[src/sv/pssd_pkg.sv]
// Package for the patch SSD distance unit: request/response payload types,
// field widths, register codes and reset values. No dependencies.
`default_nettype none

package pssd_pkg;

   localparam int SUM_W     = 28;
   localparam int COORD_W   = 12;
   localparam int COLOR_W   = 8;
   localparam int OFFS_W    = 6;
   localparam int DIM_REG_W = 13;
   localparam int EDGE_W    = 6;
   localparam int COST_W    = 2 * COLOR_W + 2;
   localparam int CSR_IDX_W = 2;

   localparam int DEFAULT_MAX_PATCH = 32;
   localparam int DEFAULT_MAX_DIM   = 4096;
   localparam int MIN_EDGE          = 2;

   localparam logic [SUM_W-1:0]     SUM_MASK     = {SUM_W{1'b1}};
   localparam logic [DIM_REG_W-1:0] RESET_WIDTH  = DIM_REG_W'(640);
   localparam logic [DIM_REG_W-1:0] RESET_HEIGHT = DIM_REG_W'(480);
   localparam logic [EDGE_W-1:0]    RESET_EDGE   = EDGE_W'(7);

   typedef enum logic [CSR_IDX_W-1:0] {
      CSR_IMAGE_WIDTH  = 2'd0,
      CSR_IMAGE_HEIGHT = 2'd1,
      CSR_PATCH_EDGE   = 2'd2
   } csr_index_type;

   typedef struct packed {
      logic [COLOR_W-1:0] red;
      logic [COLOR_W-1:0] green;
      logic [COLOR_W-1:0] blue;
   } pixel_type;

   typedef struct packed {
      logic [COORD_W-1:0] src_x;
      logic [COORD_W-1:0] src_y;
      logic [COORD_W-1:0] tgt_x;
      logic [COORD_W-1:0] tgt_y;
   } centre_type;

   typedef struct packed {
      logic [SUM_W-1:0]   reject_threshold;
      logic [COORD_W-1:0] src_center_x;
      logic [COORD_W-1:0] src_center_y;
      logic [COORD_W-1:0] tgt_center_x;
      logic [COORD_W-1:0] tgt_center_y;
      logic [COLOR_W-1:0] src_red;
      logic [COLOR_W-1:0] src_green;
      logic [COLOR_W-1:0] src_blue;
      logic [COLOR_W-1:0] tgt_red;
      logic [COLOR_W-1:0] tgt_green;
      logic [COLOR_W-1:0] tgt_blue;
   } req_type;

   typedef struct packed {
      logic [SUM_W-1:0] distance_sum;
      logic             rejected;
   } rsp_type;

endpackage

`default_nettype wire

[src/sv/pssd_pixel_cost.sv]
// Squared RGB difference of one source/target pixel pair.
// Depends on pssd_pkg for the pixel type and widths.
`default_nettype none

module pssd_pixel_cost
   import pssd_pkg::*;
(
   input  pixel_type         src,
   input  pixel_type         tgt,
   output logic [COST_W-1:0] cost
);

   function automatic logic [2*COLOR_W-1:0] sq_diff(input logic [COLOR_W-1:0] a,
                                                   input logic [COLOR_W-1:0] b);
      logic signed [2*COLOR_W:0] d;
      d = $signed({{(COLOR_W+1){1'b0}}, a}) - $signed({{(COLOR_W+1){1'b0}}, b});
      return (2*COLOR_W)'(d * d);
   endfunction

   assign cost = COST_W'(sq_diff(src.red, tgt.red))
               + COST_W'(sq_diff(src.green, tgt.green))
               + COST_W'(sq_diff(src.blue, tgt.blue));

endmodule

`default_nettype wire

[src/sv/pssd_bounds.sv]
// Image bounds check of the four patch coordinates at one patch offset.
// Depends on pssd_pkg for the centre type and widths.
`default_nettype none

module pssd_bounds
   import pssd_pkg::*;
(
   input  centre_type           centres,
   input  logic [OFFS_W-1:0]    col,
   input  logic [OFFS_W-1:0]    row,
   input  logic [OFFS_W-1:0]    half,
   input  logic [DIM_REG_W-1:0] width,
   input  logic [DIM_REG_W-1:0] height,
   output logic                 outside
);

   localparam int POS_W = COORD_W + 3;

   function automatic logic off_image(input logic [COORD_W-1:0]   c,
                                      input logic [OFFS_W-1:0]    o,
                                      input logic [OFFS_W-1:0]    hf,
                                      input logic [DIM_REG_W-1:0] lim);
      logic signed [POS_W-1:0] pos;
      pos = $signed({{(POS_W-COORD_W){1'b0}}, c})
          + $signed({{(POS_W-OFFS_W){1'b0}}, o})
          - $signed({{(POS_W-OFFS_W){1'b0}}, hf});
      return (pos < 0) || (pos >= $signed({{(POS_W-DIM_REG_W){1'b0}}, lim}));
   endfunction

   assign outside = off_image(centres.src_x, col, half, width)
                 || off_image(centres.src_y, row, half, height)
                 || off_image(centres.tgt_x, col, half, width)
                 || off_image(centres.tgt_y, row, half, height);

endmodule

`default_nettype wire

[src/sv/patch_ssd_distance_unit.sv]
// Patch SSD distance unit, top level: input register, accumulate/compare
// stage, result register. Depends on pssd_pkg, pssd_pixel_cost, pssd_bounds.
`default_nettype none

// Usage
//    Configure image_width, image_height and patch_edge over the csr_ port
//    while the unit is idle. Then stream one patch comparison as
//    2*(p/2) x 2*(p/2) pixel-pair requests in row order on req_. The first
//    request of a patch supplies threshold and centres; later ones only pixels.
//    After the last request of a patch one response appears on rsp_: the
//    sum of squared differences, or all ones with rejected set when a
//    coordinate left the image or the running sum passed the threshold.
// Throughput and pipeline
//    One request per cycle, sustained while no held response stalls the stage.
//    A request is registered at acceptance and is accumulated when the stage
//    advances; at a patch's last request the response then goes to the result
//    register. The rate is set by the accumulate and threshold compare loop.
// Reset and stall
//    Synchronous reset clears the pipeline valids and the patch state, so the
//    next request starts a patch, and restores the register defaults. When
//    rsp_ready is low the response is held; requests keep flowing until a
//    second patch end meets the held response, then req_ready drops.
module patch_ssd_distance_unit
   import pssd_pkg::*;
#(
   parameter int MAX_PATCH = DEFAULT_MAX_PATCH,
   parameter int MAX_DIM   = DEFAULT_MAX_DIM
) (
   input  wire                  clock,
   input  wire                  reset,
   input  wire                  req_valid,
   output logic                 req_ready,
   input  req_type              req_data,
   output logic                 rsp_valid,
   input  wire                  rsp_ready,
   output rsp_type              rsp_data,
   input  wire                  csr_wr_en,
   input  wire [CSR_IDX_W-1:0]  csr_index,
   input  wire [DIM_REG_W-1:0]  csr_wr_data
);

   // configuration registers
   logic [DIM_REG_W-1:0] width_ff, width_in;
   logic [DIM_REG_W-1:0] height_ff, height_in;
   logic [EDGE_W-1:0]    edge_ff, edge_in;

   // input register
   logic    stage_valid_ff, stage_valid_in;
   req_type stage_data_ff, stage_data_in;

   // patch state
   logic [SUM_W-1:0]  acc_ff, acc_in;
   logic [OFFS_W-1:0] col_ff, col_in;
   logic [OFFS_W-1:0] row_ff, row_in;
   logic              rej_ff, rej_in;
   logic [SUM_W-1:0]  thr_ff, thr_in;
   centre_type        centres_ff, centres_in;

   // result register
   logic    out_valid_ff, out_valid_in;
   rsp_type out_data_ff, out_data_in;

   logic [EDGE_W-1:0]    p_low, p_eff;
   logic [OFFS_W-1:0]    half, last;
   logic [DIM_REG_W-1:0] w_eff, h_eff;
   logic                 first, patch_end, fire, outside;
   logic [SUM_W-1:0]     thr_use, acc_base, sat_sum, acc_next;
   logic                 rej_base, rej_next;
   centre_type           centres_use;
   logic [COST_W-1:0]    cost;
   logic [SUM_W:0]       sum_wide;
   pixel_type            src_px, tgt_px;

   // config writes
   always_comb begin
      width_in  = width_ff;
      height_in = height_ff;
      edge_in   = edge_ff;
      if (csr_wr_en) begin
         case (csr_index)
            CSR_IMAGE_WIDTH:  width_in  = csr_wr_data;
            CSR_IMAGE_HEIGHT: height_in = csr_wr_data;
            CSR_PATCH_EDGE:   edge_in   = csr_wr_data[EDGE_W-1:0];
            default: ;
         endcase
      end
   end

   // clamp patch size and image dimensions
   always_comb begin
      p_low = (edge_ff < EDGE_W'(MIN_EDGE)) ? EDGE_W'(MIN_EDGE) : edge_ff;
      p_eff = (int'(p_low) > MAX_PATCH) ? EDGE_W'(MAX_PATCH) : p_low;
      half  = OFFS_W'(p_eff >> 1);
      last  = OFFS_W'(half << 1) - OFFS_W'(1);
      w_eff = (int'(width_ff) > MAX_DIM) ? DIM_REG_W'(MAX_DIM) : width_ff;
      h_eff = (int'(height_ff) > MAX_DIM) ? DIM_REG_W'(MAX_DIM) : height_ff;
   end

   // the first request of a patch brings its own threshold and centres
   always_comb begin
      first       = (col_ff == '0) && (row_ff == '0);
      thr_use     = first ? stage_data_ff.reject_threshold : thr_ff;
      centres_use = first ? centre_type'{src_x: stage_data_ff.src_center_x,
                                         src_y: stage_data_ff.src_center_y,
                                         tgt_x: stage_data_ff.tgt_center_x,
                                         tgt_y: stage_data_ff.tgt_center_y}
                          : centres_ff;
      acc_base    = first ? '0 : acc_ff;
      rej_base    = first ? 1'b0 : rej_ff;
      src_px      = pixel_type'{red: stage_data_ff.src_red,
                                green: stage_data_ff.src_green,
                                blue: stage_data_ff.src_blue};
      tgt_px      = pixel_type'{red: stage_data_ff.tgt_red,
                                green: stage_data_ff.tgt_green,
                                blue: stage_data_ff.tgt_blue};
   end

   pssd_pixel_cost u_cost (
      .src  (src_px),
      .tgt  (tgt_px),
      .cost (cost)
   );

   pssd_bounds u_bounds (
      .centres (centres_use),
      .col     (col_ff),
      .row     (row_ff),
      .half    (half),
      .width   (w_eff),
      .height  (h_eff),
      .outside (outside)
   );

   // accumulate with saturation, then threshold compare
   always_comb begin
      sum_wide = {1'b0, acc_base} + (SUM_W+1)'(cost);
      sat_sum  = sum_wide[SUM_W] ? SUM_MASK : sum_wide[SUM_W-1:0];
      if (rej_base || outside) begin
         acc_next = acc_base;
         rej_next = 1'b1;
      end else begin
         acc_next = sat_sum;
         rej_next = sat_sum > thr_use;
      end
   end

   // advance the stage unless a patch end meets a held response
   assign patch_end = (col_ff >= last) && (row_ff >= last);
   assign fire      = stage_valid_ff && (!patch_end || !out_valid_ff || rsp_ready);
   assign req_ready = !stage_valid_ff || fire;

   always_comb begin
      stage_valid_in = req_ready ? req_valid : stage_valid_ff;
      stage_data_in  = (req_valid && req_ready) ? req_data : stage_data_ff;

      acc_in     = acc_ff;
      col_in     = col_ff;
      row_in     = row_ff;
      rej_in     = rej_ff;
      thr_in     = thr_ff;
      centres_in = centres_ff;
      if (fire) begin
         acc_in     = acc_next;
         rej_in     = rej_next;
         thr_in     = thr_use;
         centres_in = centres_use;
         if (patch_end) begin
            col_in = '0;
            row_in = '0;
         end else if (col_ff >= last) begin
            col_in = '0;
            row_in = row_ff + OFFS_W'(1);
         end else begin
            col_in = col_ff + OFFS_W'(1);
         end
      end

      out_data_in = out_data_ff;
      if (fire && patch_end) begin
         out_valid_in             = 1'b1;
         out_data_in.distance_sum = rej_next ? SUM_MASK : acc_next;
         out_data_in.rejected     = rej_next;
      end else if (rsp_ready) begin
         out_valid_in = 1'b0;
      end else begin
         out_valid_in = out_valid_ff;
      end
   end

   always_ff @(posedge clock) begin
      if (reset) begin
         width_ff       <= RESET_WIDTH;
         height_ff      <= RESET_HEIGHT;
         edge_ff        <= RESET_EDGE;
         stage_valid_ff <= 1'b0;
         out_valid_ff   <= 1'b0;
         acc_ff         <= '0;
         col_ff         <= '0;
         row_ff         <= '0;
         rej_ff         <= 1'b0;
         thr_ff         <= '0;
         centres_ff     <= '0;
      end else begin
         width_ff       <= width_in;
         height_ff      <= height_in;
         edge_ff        <= edge_in;
         stage_valid_ff <= stage_valid_in;
         out_valid_ff   <= out_valid_in;
         acc_ff         <= acc_in;
         col_ff         <= col_in;
         row_ff         <= row_in;
         rej_ff         <= rej_in;
         thr_ff         <= thr_in;
         centres_ff     <= centres_in;
      end
   end

   // payload registers, no reset
   always_ff @(posedge clock) begin
      stage_data_ff <= stage_data_in;
      out_data_ff   <= out_data_in;
   end

   assign rsp_valid = out_valid_ff;
   assign rsp_data  = out_data_ff;

endmodule

`default_nettype wire

[config.mk]
export PLATFORM = sky130hd
export DESIGN_NAME = patch_ssd_distance_unit
export DESIGN_NICKNAME = d
export VERILOG_FILES = /design/src/sv/pssd_pkg.sv /design/src/sv/pssd_pixel_cost.sv /design/src/sv/pssd_bounds.sv /design/src/sv/patch_ssd_distance_unit.sv
export SDC_FILE = /design/constraint.sdc
export NUM_CORES = 1
export LEC_CHECK = 0
export BUFFER_PORTS_ARGS = -buffer_cell sky130_fd_sc_hd__buf_2
export CAP_MARGIN = 10
export CORE_UTILIZATION = 68
export CTS_CLUSTER_SIZE = 8
export DETAILED_ROUTE_END_ITERATION = 6
export PLACE_DENSITY = 0.88
export SLEW_MARGIN = 20
export SYNTH_ARGS = -nofsm -noshare
export SYNTH_HDL_FRONTEND = slang
export SYNTH_SLANG_ARGS = --single-unit
[constraint.sdc]
create_clock -name clock -period 19.5 [get_ports clock]
set_clock_uncertainty 0.2 [all_clocks]
set_input_delay 0.975 -clock clock [delete_from_list [all_inputs] [get_ports clock]]
set_output_delay 0.975 -clock clock [all_outputs]
set_load 0.005 [all_outputs]
Word level (Yosys, flattened, before mapping)
Cells that the tools add are included.
{ "word_totals": {"latchBits": 0, "mem_bits_ro": 0, "elab_cells": 109, "mem_bits_rw": 0, "n_memories": 0, "reg_bits": 304} }
{ "op_classes": {"magnitude_cmp": 15, "addsub": 17, "n_reduce_logical": 28, "n_mul": 3, "shift": 0, "n_eq_ne": 2, "mux": 17, "div": 0, "bitwise": 0} }
{ "ops": {"columns": ["op", "count"], "rows": [
  ["$mux 28", 4],
  ["$ge 15x14->1", 4],
  ["$lt 15x1->1 const B", 4],
  ["$sub 13x5->14", 4],
  ["$add 12x6->13", 4],
  ["$mul 17x17->16", 3],
  ["$mux 48", 1],
  ["$mux 6", 6],
  ["$add 28x18->29", 1],
  ["$gt 28x28->1", 1],
  ["$sub 8x8->9", 3],
  ["$gt 13x13->1 const B", 2],
  ["$mux 13", 2],
  ["$add 18x16->18", 1],
  ["$add 16x16->17", 1],
  ["$add 6x1->6 const B", 2],
  ["$ge 6x6->1", 2],
  ["$logic_not 6->1", 2],
  ["$logic_or 1x1->1", 11],
  ["$reduce_and 2->1", 4],
  ["$gt 6x6->1 const B", 1],
  ["$lt 6x2->1 const B", 1],
  ["$sub 6x1->6 const B", 1],
  ["$logic_and 1x1->1", 5],
  ["6 further kinds", 12]
]} }

Logic depth before layout (Yosys ltp)
Gate-level depths: netlist (run 1).
{ "depth": {"depth_word": 13, "ltp_mapped": 63, "mapped_depth_nobuf": 58} }

Hierarchy
Synthesis (run 1) repeated with hierarchy kept, for this count alone.
{ "hier_totals": {"hier_cells": 2939, "hier_area_um2": 27079.7} }
{ "by_module_without_submodules": {"columns": ["mod", "n_inst", "seq_area_each_um2", "area_each_um2", "cells_each"], "rows": [
  ["patch_ssd_distance_unit", 1, 7597.3, 13738.2, 1333],
  ["pssd_pixel_cost", 1, 0.0, 9232.6, 1069],
  ["pssd_bounds", 1, 0.0, 4108.9, 537]
]} }

Worst setup path before layout (run 1)
No wires, ideal clock.
{ "synth_timing": {"path_type": "register to register", "startpoint": "register stage_data_ff, in the netlist src_px[8]", "endpoint": "register out_data_ff, in the netlist rsp_data[11], data pin", "setup_slack_ns": 7.239, "period_less_slack_ns": 12.261, "arrival_time_ns": 11.806, "path_stages_with_launch": 62, "cell_sequence": "edfxtp_1 > inv_1 > ha_1 > inv_1 > fa_1 > a21o_1 > a21oi_1 > o21bai_1 > a21o_1 > nand2_1 > a21o_1 > clkbuf_1 > clkinv_1 > nor2_1 > fa_1 > inv_1 > fa_1 > inv_1 > (+26 left out) > or3_1 > o211a_1 > buf_2 > or3b_2 > buf_2 > buf_2 > nand2_1 > ha_1 > nand4_1 > or2_2 > nor4_1 > nand3_1 > nand2_1 > o21ai_0 > a211oi_2 > buf_4 > buf_6 > nand2_1"} }
{ "synth_between": {"elab_chain_len": 8} }
{ "synth_rtl": {"columns": ["element", "line_no", "text"], "rows": [
  ["from (decl)", "patch_ssd_distance_unit.sv:49", "req_type stage_data_ff, stage_data_in;"],
  ["from (signal assigned)", "patch_ssd_distance_unit.sv:220", "stage_data_ff <= stage_data_in;"],
  ["$sub 8x8->9 *", "pssd_pixel_cost.sv:16", "d = $signed({{(COLOR_W+1){1'b0}}, a}) - $signed({{(COLOR_W+1){1'b0}}, b});"],
  ["$mul 17x17->16 *", "pssd_pixel_cost.sv:17", "return (2*COLOR_W)'(d * d);"],
  ["$add 16x16->17 *", "pssd_pixel_cost.sv:21", "+ COST_W'(sq_diff(src.green, tgt.green))"],
  ["$add 18x16->18 *", "pssd_pixel_cost.sv:22", "+ COST_W'(sq_diff(src.blue, tgt.blue));"],
  ["$add 28x18->29 *", "patch_ssd_distance_unit.sv:136", "sum_wide = {1'b0, acc_base} + (SUM_W+1)'(cost);"],
  ["$mux 28 *", "patch_ssd_distance_unit.sv:137", "sat_sum = sum_wide[SUM_W] ? SUM_MASK : sum_wide[SUM_W-1:0];"],
  ["$gt 28x28->1", "patch_ssd_distance_unit.sv:143", "rej_next = sat_sum > thr_use;"],
  ["$mux 1", "patch_ssd_distance_unit.sv:138", "if (rej_base || outside) begin"],
  ["to (signal assigned)", "patch_ssd_distance_unit.sv:221", "out_data_ff <= out_data_in;"],
  ["to (decl)", "patch_ssd_distance_unit.sv:61", "rsp_type out_data_ff, out_data_in;"]
]} }
Mark *: on every way between the ends. The rest lies on a longest branch, timed or not.
A chain may end at the register's enable or synchronous reset.

Worst setup path after layout (run 1)
{ "layout_timing": {"startpoint": "register stage_data_ff, in the netlist src_px[8]", "endpoint": "register out_data_ff, in the netlist rsp_data[23], data pin"} }
The elaborated chain is that of the path after synthesis.

==> metrics.md, run 1 <==
| Metric | Value |
|---|---|
| Required time worst endpoint | 19580 ps |
| Async set-reset flop share out of synthesis | 0 |
| EDFF count, synth | 153 |
| Final wirelength | 62.8 mm |
| Final setup viols | 0 |
| Count of max-cap constraint violations | 0 |
| Crit path max-delay family | adder cells |
| First-pass GRT wire length | 102 mm |
| Number of buffers on the longest clock path | 3 |
| Arithmetic-cell share of the synthesized area counting full adders, half adders and majority gates | 0.301 |
| Worst reg2reg path startpoint | src_px[8] |
| Antenna diode count | 0 |
| Hold_buf cts | 0 |
| Worst hold path type | reg2reg |
| Width of the die | 196 um |
| Levels on crit path | 56 |
| DR pass1 iterations | 6 |
| Synth Flop Type | edfxtp_1 |
| Min cycle time layout | 13910 ps |
| FMAX | 71.9 MHz |
| Area of the core | 36900 um2 |
| Final layout net count | 3485 |
| Total of warnings raised by yosys | 0 |
| Ratio of cells with drive above 1 in the final layout | 0.0925 |
| Worst flop-to-flop path endpoint | rsp_data[23] |
| Worst hold-check slack | 257 ps |
| Synth area leader | edfxtp_1 |
| Xor-xnor portion of the synthesized cell area | 0.0596 |
| Mean area per synthesized cell | 9.62 um2 |
| Pre-CTS WS | 5690 ps |
| Number of buffers and inverters on the critical path | 9 |
| # resized after CTS | 0 |
| Worst setup path endpoint | rsp_data[23] |
| H-tree Lvls | 2 |
| Post-detailed-route DRC marker count | 0 |
| Register clock-pin slew on the reported worst setup and hold paths | 50 ps |
| Die height | 196 um |
| Main combinational cell family by area after synthesis | adder cells |
| Main area contributors after synthesis | edfxtp_1 (18%), ha_1 (16%), fa_1 (14%) |
| Slew at the pin with the worst max-slew slack | 1170 ps |
| Sequential element share of the synthesized area | 0.295 |
| Fin worst setup slack | 5590 ps |
| Post-synthesis simple-gate area fraction | 0.122 |
| Mux contribution to synthesized area | 0.0301 |
| Unrepaired setup endpoints after global routing | false |
| Synthesized netlist cell count | 2673 |
| Routed WL per cell | 18.7 um |
| Top cells by count, synth | inv_1 (349), ha_1 (333), nand2_1 (235) |
| Largest incremental delay on the critical path | 690 ps |
| Crit path capture type | register |
| Reg2Reg Setup Slack | 5590 ps |
| Final-report hold violation count | 0 |
| Compound-cell area share of the yosys netlist | 0.128 |
| Number of global-route vias before repair | 20.5k |
| Number of unique standard cell types used by synthesis | 75 |
| FF/Latch Area | 7600 um2 |
| Std cell rows | 70 |
| Clk root buf | clkbuf_16 |
| Number of I/O port buffers | 174 |
| Max-slew headroom | 0.219 |
| Vias after detailed routing | 19.8k |
| Mean number of vias per cell | 5.87 |
| Overall die area | 38600 um2 |
| Worst Setup Start Kind | register |
| Clock Latency Late Sink | 570 ps |
| Total global routing overflow | 0 |
| Post-CTS setup buffer count | 0 |
| Library cell appearing most often on the critical path | inv_1 |
| Worst reg-to-reg path cell count | 56 |
| Cell area after technology mapping | 25700 um2 |
| Pin count of the biggest net entering global routing | 94 |
| First DRT Iteration DRCs | 1339 |
| Routed Antenna Nets | 0 |
| Initial core utilization | 0.698 |
| CTS Sinks | 303 |
| CTS Buf Count | 44 |
| Worst path slowest cell | or3b_2 |
| Share of the clock period used by the worst path | 0.713 |
| Synthesis-to-finish area growth | 10.1% |
| Fill cell total of the finished layout | 2417 |
| Final Wtd Congestion | 0.965 |
| Area share of the largest cell type after synthesis | 0.179 |
| FF+latch count, synth | 303 |
| TritonCTS clock tree | yes |
| Setup total negative slack | 0 ps |
| Leading cell type by number of instances after synthesis | inv_1 |
| Max-slew violation total from the final report | 0 |
| Multi-input logic area | 16500 um2 |
| Hold wc startpoint | height_ff[4] |
| Worst-path fanout max | 34 |
| Arrival time at the worst endpoint | 13990 ps |
| Net count after synthesis | 3328 |
| Ports | 175 |
| Number of antenna violations at the first check in global routing | 0 |
| Setup Crit Path Kind | reg2reg |
| Launch point of the critical path | src_px[8] |
| Detail Placement HPWL | 49.4 mm |
| Outcome | completed |
| Overall Global Routing Usage | 0.333 |
per-stage QoR:
stage,cell area (um2),util,cells
2_1_floorplan,25700,-,2673
3_3_place_gp,27000,0.732,3288
3_5_place_dp,27000,0.732,3288
4_1_cts,28300,0.768,3369
5_1_grt,28300,0.768,3369
6_report,28300,0.768,3369
logic make-up after synthesis:
family                     count (synthesis)
AOI/OAI and AO/OA                        494
xor gates and xnor gates                 175
adders and majority gates                511
buffers and inverters                    427
DFF                                      303
muxes                                     77
and+or+nand+nor                          686
cell type report:
type / instances / share of cell area
clock buffer: 78 / 0.0449
timing repair buffer: 182 / 0.0330
tap: 504 / 0.0223
sequential: 303 / 0.268
clock inverter: 3 / 0.00102
inverter: 356 / 0.0472
multi-input combinational: 1943 / 0.583
worst min-delay path by stage:
| stage | slack (ps) | cells after the start | endpoint |
|---|---|---|---|
| after global placement | 240 | 2 | height_ff[0] |
| after global routing | 270 | 1 | acc_ff[0] |
| after floorplan | 220 | 1 | acc_ff[0] |
| final | 260 | 2 | height_ff[4] |
| after detailed placement | 240 | 1 | acc_ff[0] |
| after CTS | 260 | 2 | height_ff[4] |
flip-flops by register name, summed over array words and instances, names as in the netlist, 5 cells and up:
register,cells
stage_data_ff,100
centres_ff,48
rsp_data,29
acc_ff,28
thr_ff,28
src_px,24
height_ff,13
width_ff,13
col_ff,6
row_ff,6
edge_ff,5
worst min-delay path: stages, from the launching register on:
cell and delay [ps]:
dfxtp_1 310, nand2_1 50, a21oi_1 50
layer usage:
| metal | vias to the layer above | GRT usage | share of wire |
|---|---|---|---|
| li1 | 9421 | - | - |
| met4 | 0 | 0.168 | 0.050 |
| met1 | 9498 | 0.406 | 0.40 |
| met5 | - | 0 | 0 |
| met2 | 678 | 0.578 | 0.49 |
| met3 | 173 | 0.0465 | 0.058 |
cells in the final DEF (no fill, tap or decap), types with 5 or more instances in the layout:
master / instances
a211oi_1: 87
a21o_1: 62
a21oi_1: 135
a22o_1: 26
a31oi_1: 9
and2_1: 33
and3_1: 11
buf_2: 173
buf_4: 9
clkbuf_1: 32
clkbuf_16: 46
clkinv_1: 5
dfxtp_1: 150
edfxtp_1: 153
fa_1: 178
ha_1: 333
inv_1: 349
mux2i_1: 75
nand2_1: 235
nand2b_1: 27
nand3_1: 35
nand3b_1: 8
nand4_1: 11
nor2_1: 228
nor2b_1: 21
nor3_1: 30
nor4_1: 7
o211ai_1: 17
o21a_1: 13
o21ai_0: 69
o21bai_1: 26
o31ai_1: 5
or2_2: 12
or3_1: 9
xnor2_1: 124
xor2_1: 50
Power of run 1 is left out: the tool's default activity adds up to more than one toggle a clock period on the data nets, which glitch-free logic cannot reach.
==> run 2: changes to the inputs <==
CORE_UTILIZATION = 63   (was 68)
PLACE_DENSITY = 0.83   (was 0.88)
clock period = 12.9 ns   (was 19.5 ns; I/O delays follow)
==> run 2 against run 1 <==
Against the previous run:
- design area rose by 1.6%
- register-to-register slack worse by 5200 ps
- global-route usage shrank 2.2 points
- critical endpoint unchanged
- die area up 7.9%
==> metrics.md, run 2 (synthesis gave the netlist of run 1 again) <==
| Metric | Value |
|---|---|
| Outcome | completed (unchanged) |
| Ratio of cells with drive above 1 in the final layout | 0.108 (was 0.0925) |
| Number of I/O port buffers | 174 (unchanged) |
| Routed Antenna Nets | 0 (unchanged) |
| Antenna diode count | 0 (unchanged) |
| Width of the die | 204 um (was 196 um) |
| TritonCTS clock tree | yes (unchanged) |
| Routed WL per cell | 18.9 um (was 18.7 um) |
| Final Wtd Congestion | 0.948 (was 0.965) |
| Worst hold path type | in2reg (was reg2reg) |
| Arrival time at the worst endpoint | 12560 ps (was 13990 ps) |
| H-tree Lvls | 2 (unchanged) |
| Clk root buf | clkbuf_16 (unchanged) |
| Worst reg2reg path startpoint | src_px[16] (was src_px[8]) |
| Post-detailed-route DRC marker count | 0 (unchanged) |
| Final setup viols | 0 (unchanged) |
| CTS Sinks | 303 (unchanged) |
| Worst reg-to-reg path cell count | 58 (was 56) |
| Most common cell after layout, fill and taps aside | inv_1 (unchanged) |
| Overall die area | 41600 um2 (was 38600 um2) |
| Detail Placement HPWL | 50.0 mm (was 49.4 mm) |
| FMAX | 80.2 MHz (was 71.9 MHz) |
| Final-report hold violation count | 0 (unchanged) |
| Final layout net count | 3512 (was 3485) |
| Max-slew headroom | 0.229 (was 0.219) |
| Share of the clock period used by the worst path | 0.967 (was 0.713) |
| Worst-path fanout max | 11 (was 34) |
| Max-slew violation total from the final report | 0 (unchanged) |
| Die height | 204 um (was 196 um) |
| Required time worst endpoint | 12990 ps (was 19580 ps) |
| Worst flop-to-flop path endpoint | rsp_data[23] (unchanged) |
| CTS Buf Count | 44 (unchanged) |
| Max FFs per register | 100 (unchanged) |
| Slew at the pin with the worst max-slew slack | 1150 ps (was 1170 ps) |
| Setup total negative slack | 0 ps (unchanged) |
| Pin count of the biggest net entering global routing | 107 (was 94) |
| Mean number of vias per cell | 5.87 (about the same) |
| First-pass GRT wire length | 103 mm (was 102 mm) |
| Fill cell total of the finished layout | 2872 (was 2417) |
| Number of cells on the worst hold path | 1 (was 2) |
| DR pass1 iterations | 5 (was 6) |
| Hold_buf cts | 0 (unchanged) |
| Final wirelength | 64.7 mm (was 62.8 mm) |
| Initial core utilization | 0.643 (was 0.698) |
| Worst Setup Start Kind | register (unchanged) |
| Count of max-cap constraint violations | 0 (unchanged) |
| Hold wc startpoint | req_data[50] (was height_ff[4]) |
| Total global routing overflow | 0 (unchanged) |
| Register clock-pin slew on the reported worst setup and hold paths | 60 ps (was 50 ps) |
| Number of buffers on the longest clock path | 3 (unchanged) |
| Most frequent cells in the layout | inv_1 (349), ha_1 (332), nand2_1 (235), nor2_1 (225), fa_1 (177) (was inv_1 (349), ha_1 (333), nand2_1 (235), nor2_1 (228), fa_1 (178)) |
| Hold Path Sink | stage_data_ff[50] (was height_ff[4]) |
| Worst path slowest cell | fa_1 (was or3b_2) |
| Most flops, register | stage_data_ff (unchanged) |
| Area of the core | 40000 um2 (was 36900 um2) |
| Min cycle time layout | 12470 ps (was 13910 ps) |
| First DRT Iteration DRCs | 1437 (was 1339) |
| Overall Global Routing Usage | 0.311 (was 0.333) |
| Std cell rows | 73 (was 70) |
| Synthesis-to-finish area growth | 11.8% (was 10.1%) |
| Setup Crit Path Kind | reg2reg (unchanged) |
| Crit path capture type | register (unchanged) |
| Largest incremental delay on the critical path | 590 ps (was 690 ps) |
| Number of global-route vias before repair | 20.6k (was 20.5k) |
| Library cell appearing most often on the critical path | inv_1 (unchanged) |
| Clock Latency Late Sink | 580 ps (was 570 ps) |
| Reg2Reg Setup Slack | 430 ps (was 5590 ps) |
| Ports | 175 (unchanged) |
| Vias after detailed routing | 20.1k (was 19.8k) |
| Number of antenna violations at the first check in global routing | 0 (unchanged) |
[run 2: changes by cell type in the layout (fill, tap and decap cells not counted), moves of 2 or more]
cell | before | now
a21o_1 | 62 | 60
o21ai_0 | 69 | 63
buf_4 | 9 | 30
clkbuf_8 | 0 | 2
a21oi_2 | 0 | 3
nor2_2 | 0 | 3
clkbuf_1 | 32 | 30
nor2_1 | 228 | 225
a21oi_1 | 135 | 132
o21ai_1 | 1 | 7
[run 2: critical path, delay by kind of cell, from the launching register on]
family / cells / cell delay (ps)
flip-flops: 1 / 350
XOR/XNOR: 3 / 450
adder cells (fa/ha/maj): 12 / 4330
AO/OA/AOI/OAI: 16 / 2950
buffers and inverters: 13 / 1180
AND/OR/NAND/NOR: 14 / 2710
[run 2: how the worst max path moves through the flow]
stage | slack, ps | end | depth (start not counted) | start
finish | 430 | rsp_data[23] | 58 | src_px[16]
global route | -180 | rsp_data[23] | 60 | src_px[16]
CTS | 30 | rsp_data[26] | 55 | src_px[16]
detailed placement | -260 | rsp_data[13] | 55 | src_px[16]
global placement | 170 | rsp_data[26] | 55 | src_px[16]
floorplan | 640 | rsp_data[11] | 61 | src_px[8]
[run 2: metal layers]
| layer | wire (um) | track usage | up-vias |
|---|---|---|---|
| li1 | - | - | 9501 |
| met1 | 25700 | 0.377 | 9703 |
| met2 | 32800 | 0.558 | 680 |
| met3 | 3500 | 0.0362 | 174 |
| met4 | 2670 | 0.133 | 0 |
| met5 | 0 | 0 | - |
[run 2: stage by stage]
step,std cells,area (um2),setup slack (ps),util,hold WS (ps)
6_report,3416,28700,429,0.719,34.6
5_1_grt,3416,28700,-176,0.719,30.9
4_1_cts,3399,28500,26.3,0.711,20.2
3_5_place_dp,3319,27100,-257,0.677,239
3_3_place_gp,3319,27100,167,0.677,242
2_1_floorplan,2673,25700,639,-,224
[run 2: cell type report]
class	count	area (um2)	area share
inverters	356	1340	0.0465
flip-flops and latches	303	7600	0.264
clock inverters	3	51.3	0.00178
repair buffers	208	1190	0.0413
multi-input cells	1944	16700	0.579
well taps	525	657	0.0228
clock buffers	77	1270	0.0440
[run 2: timing repair]
item	CTS	global route
setup buffers	0	14
cloned	0	3
setup endpoints to repair	30	30
hold endpoints to repair	0	0
gates resized for setup	9	33
pin swaps	0	12
Power of run 2 is left out for the same reason.
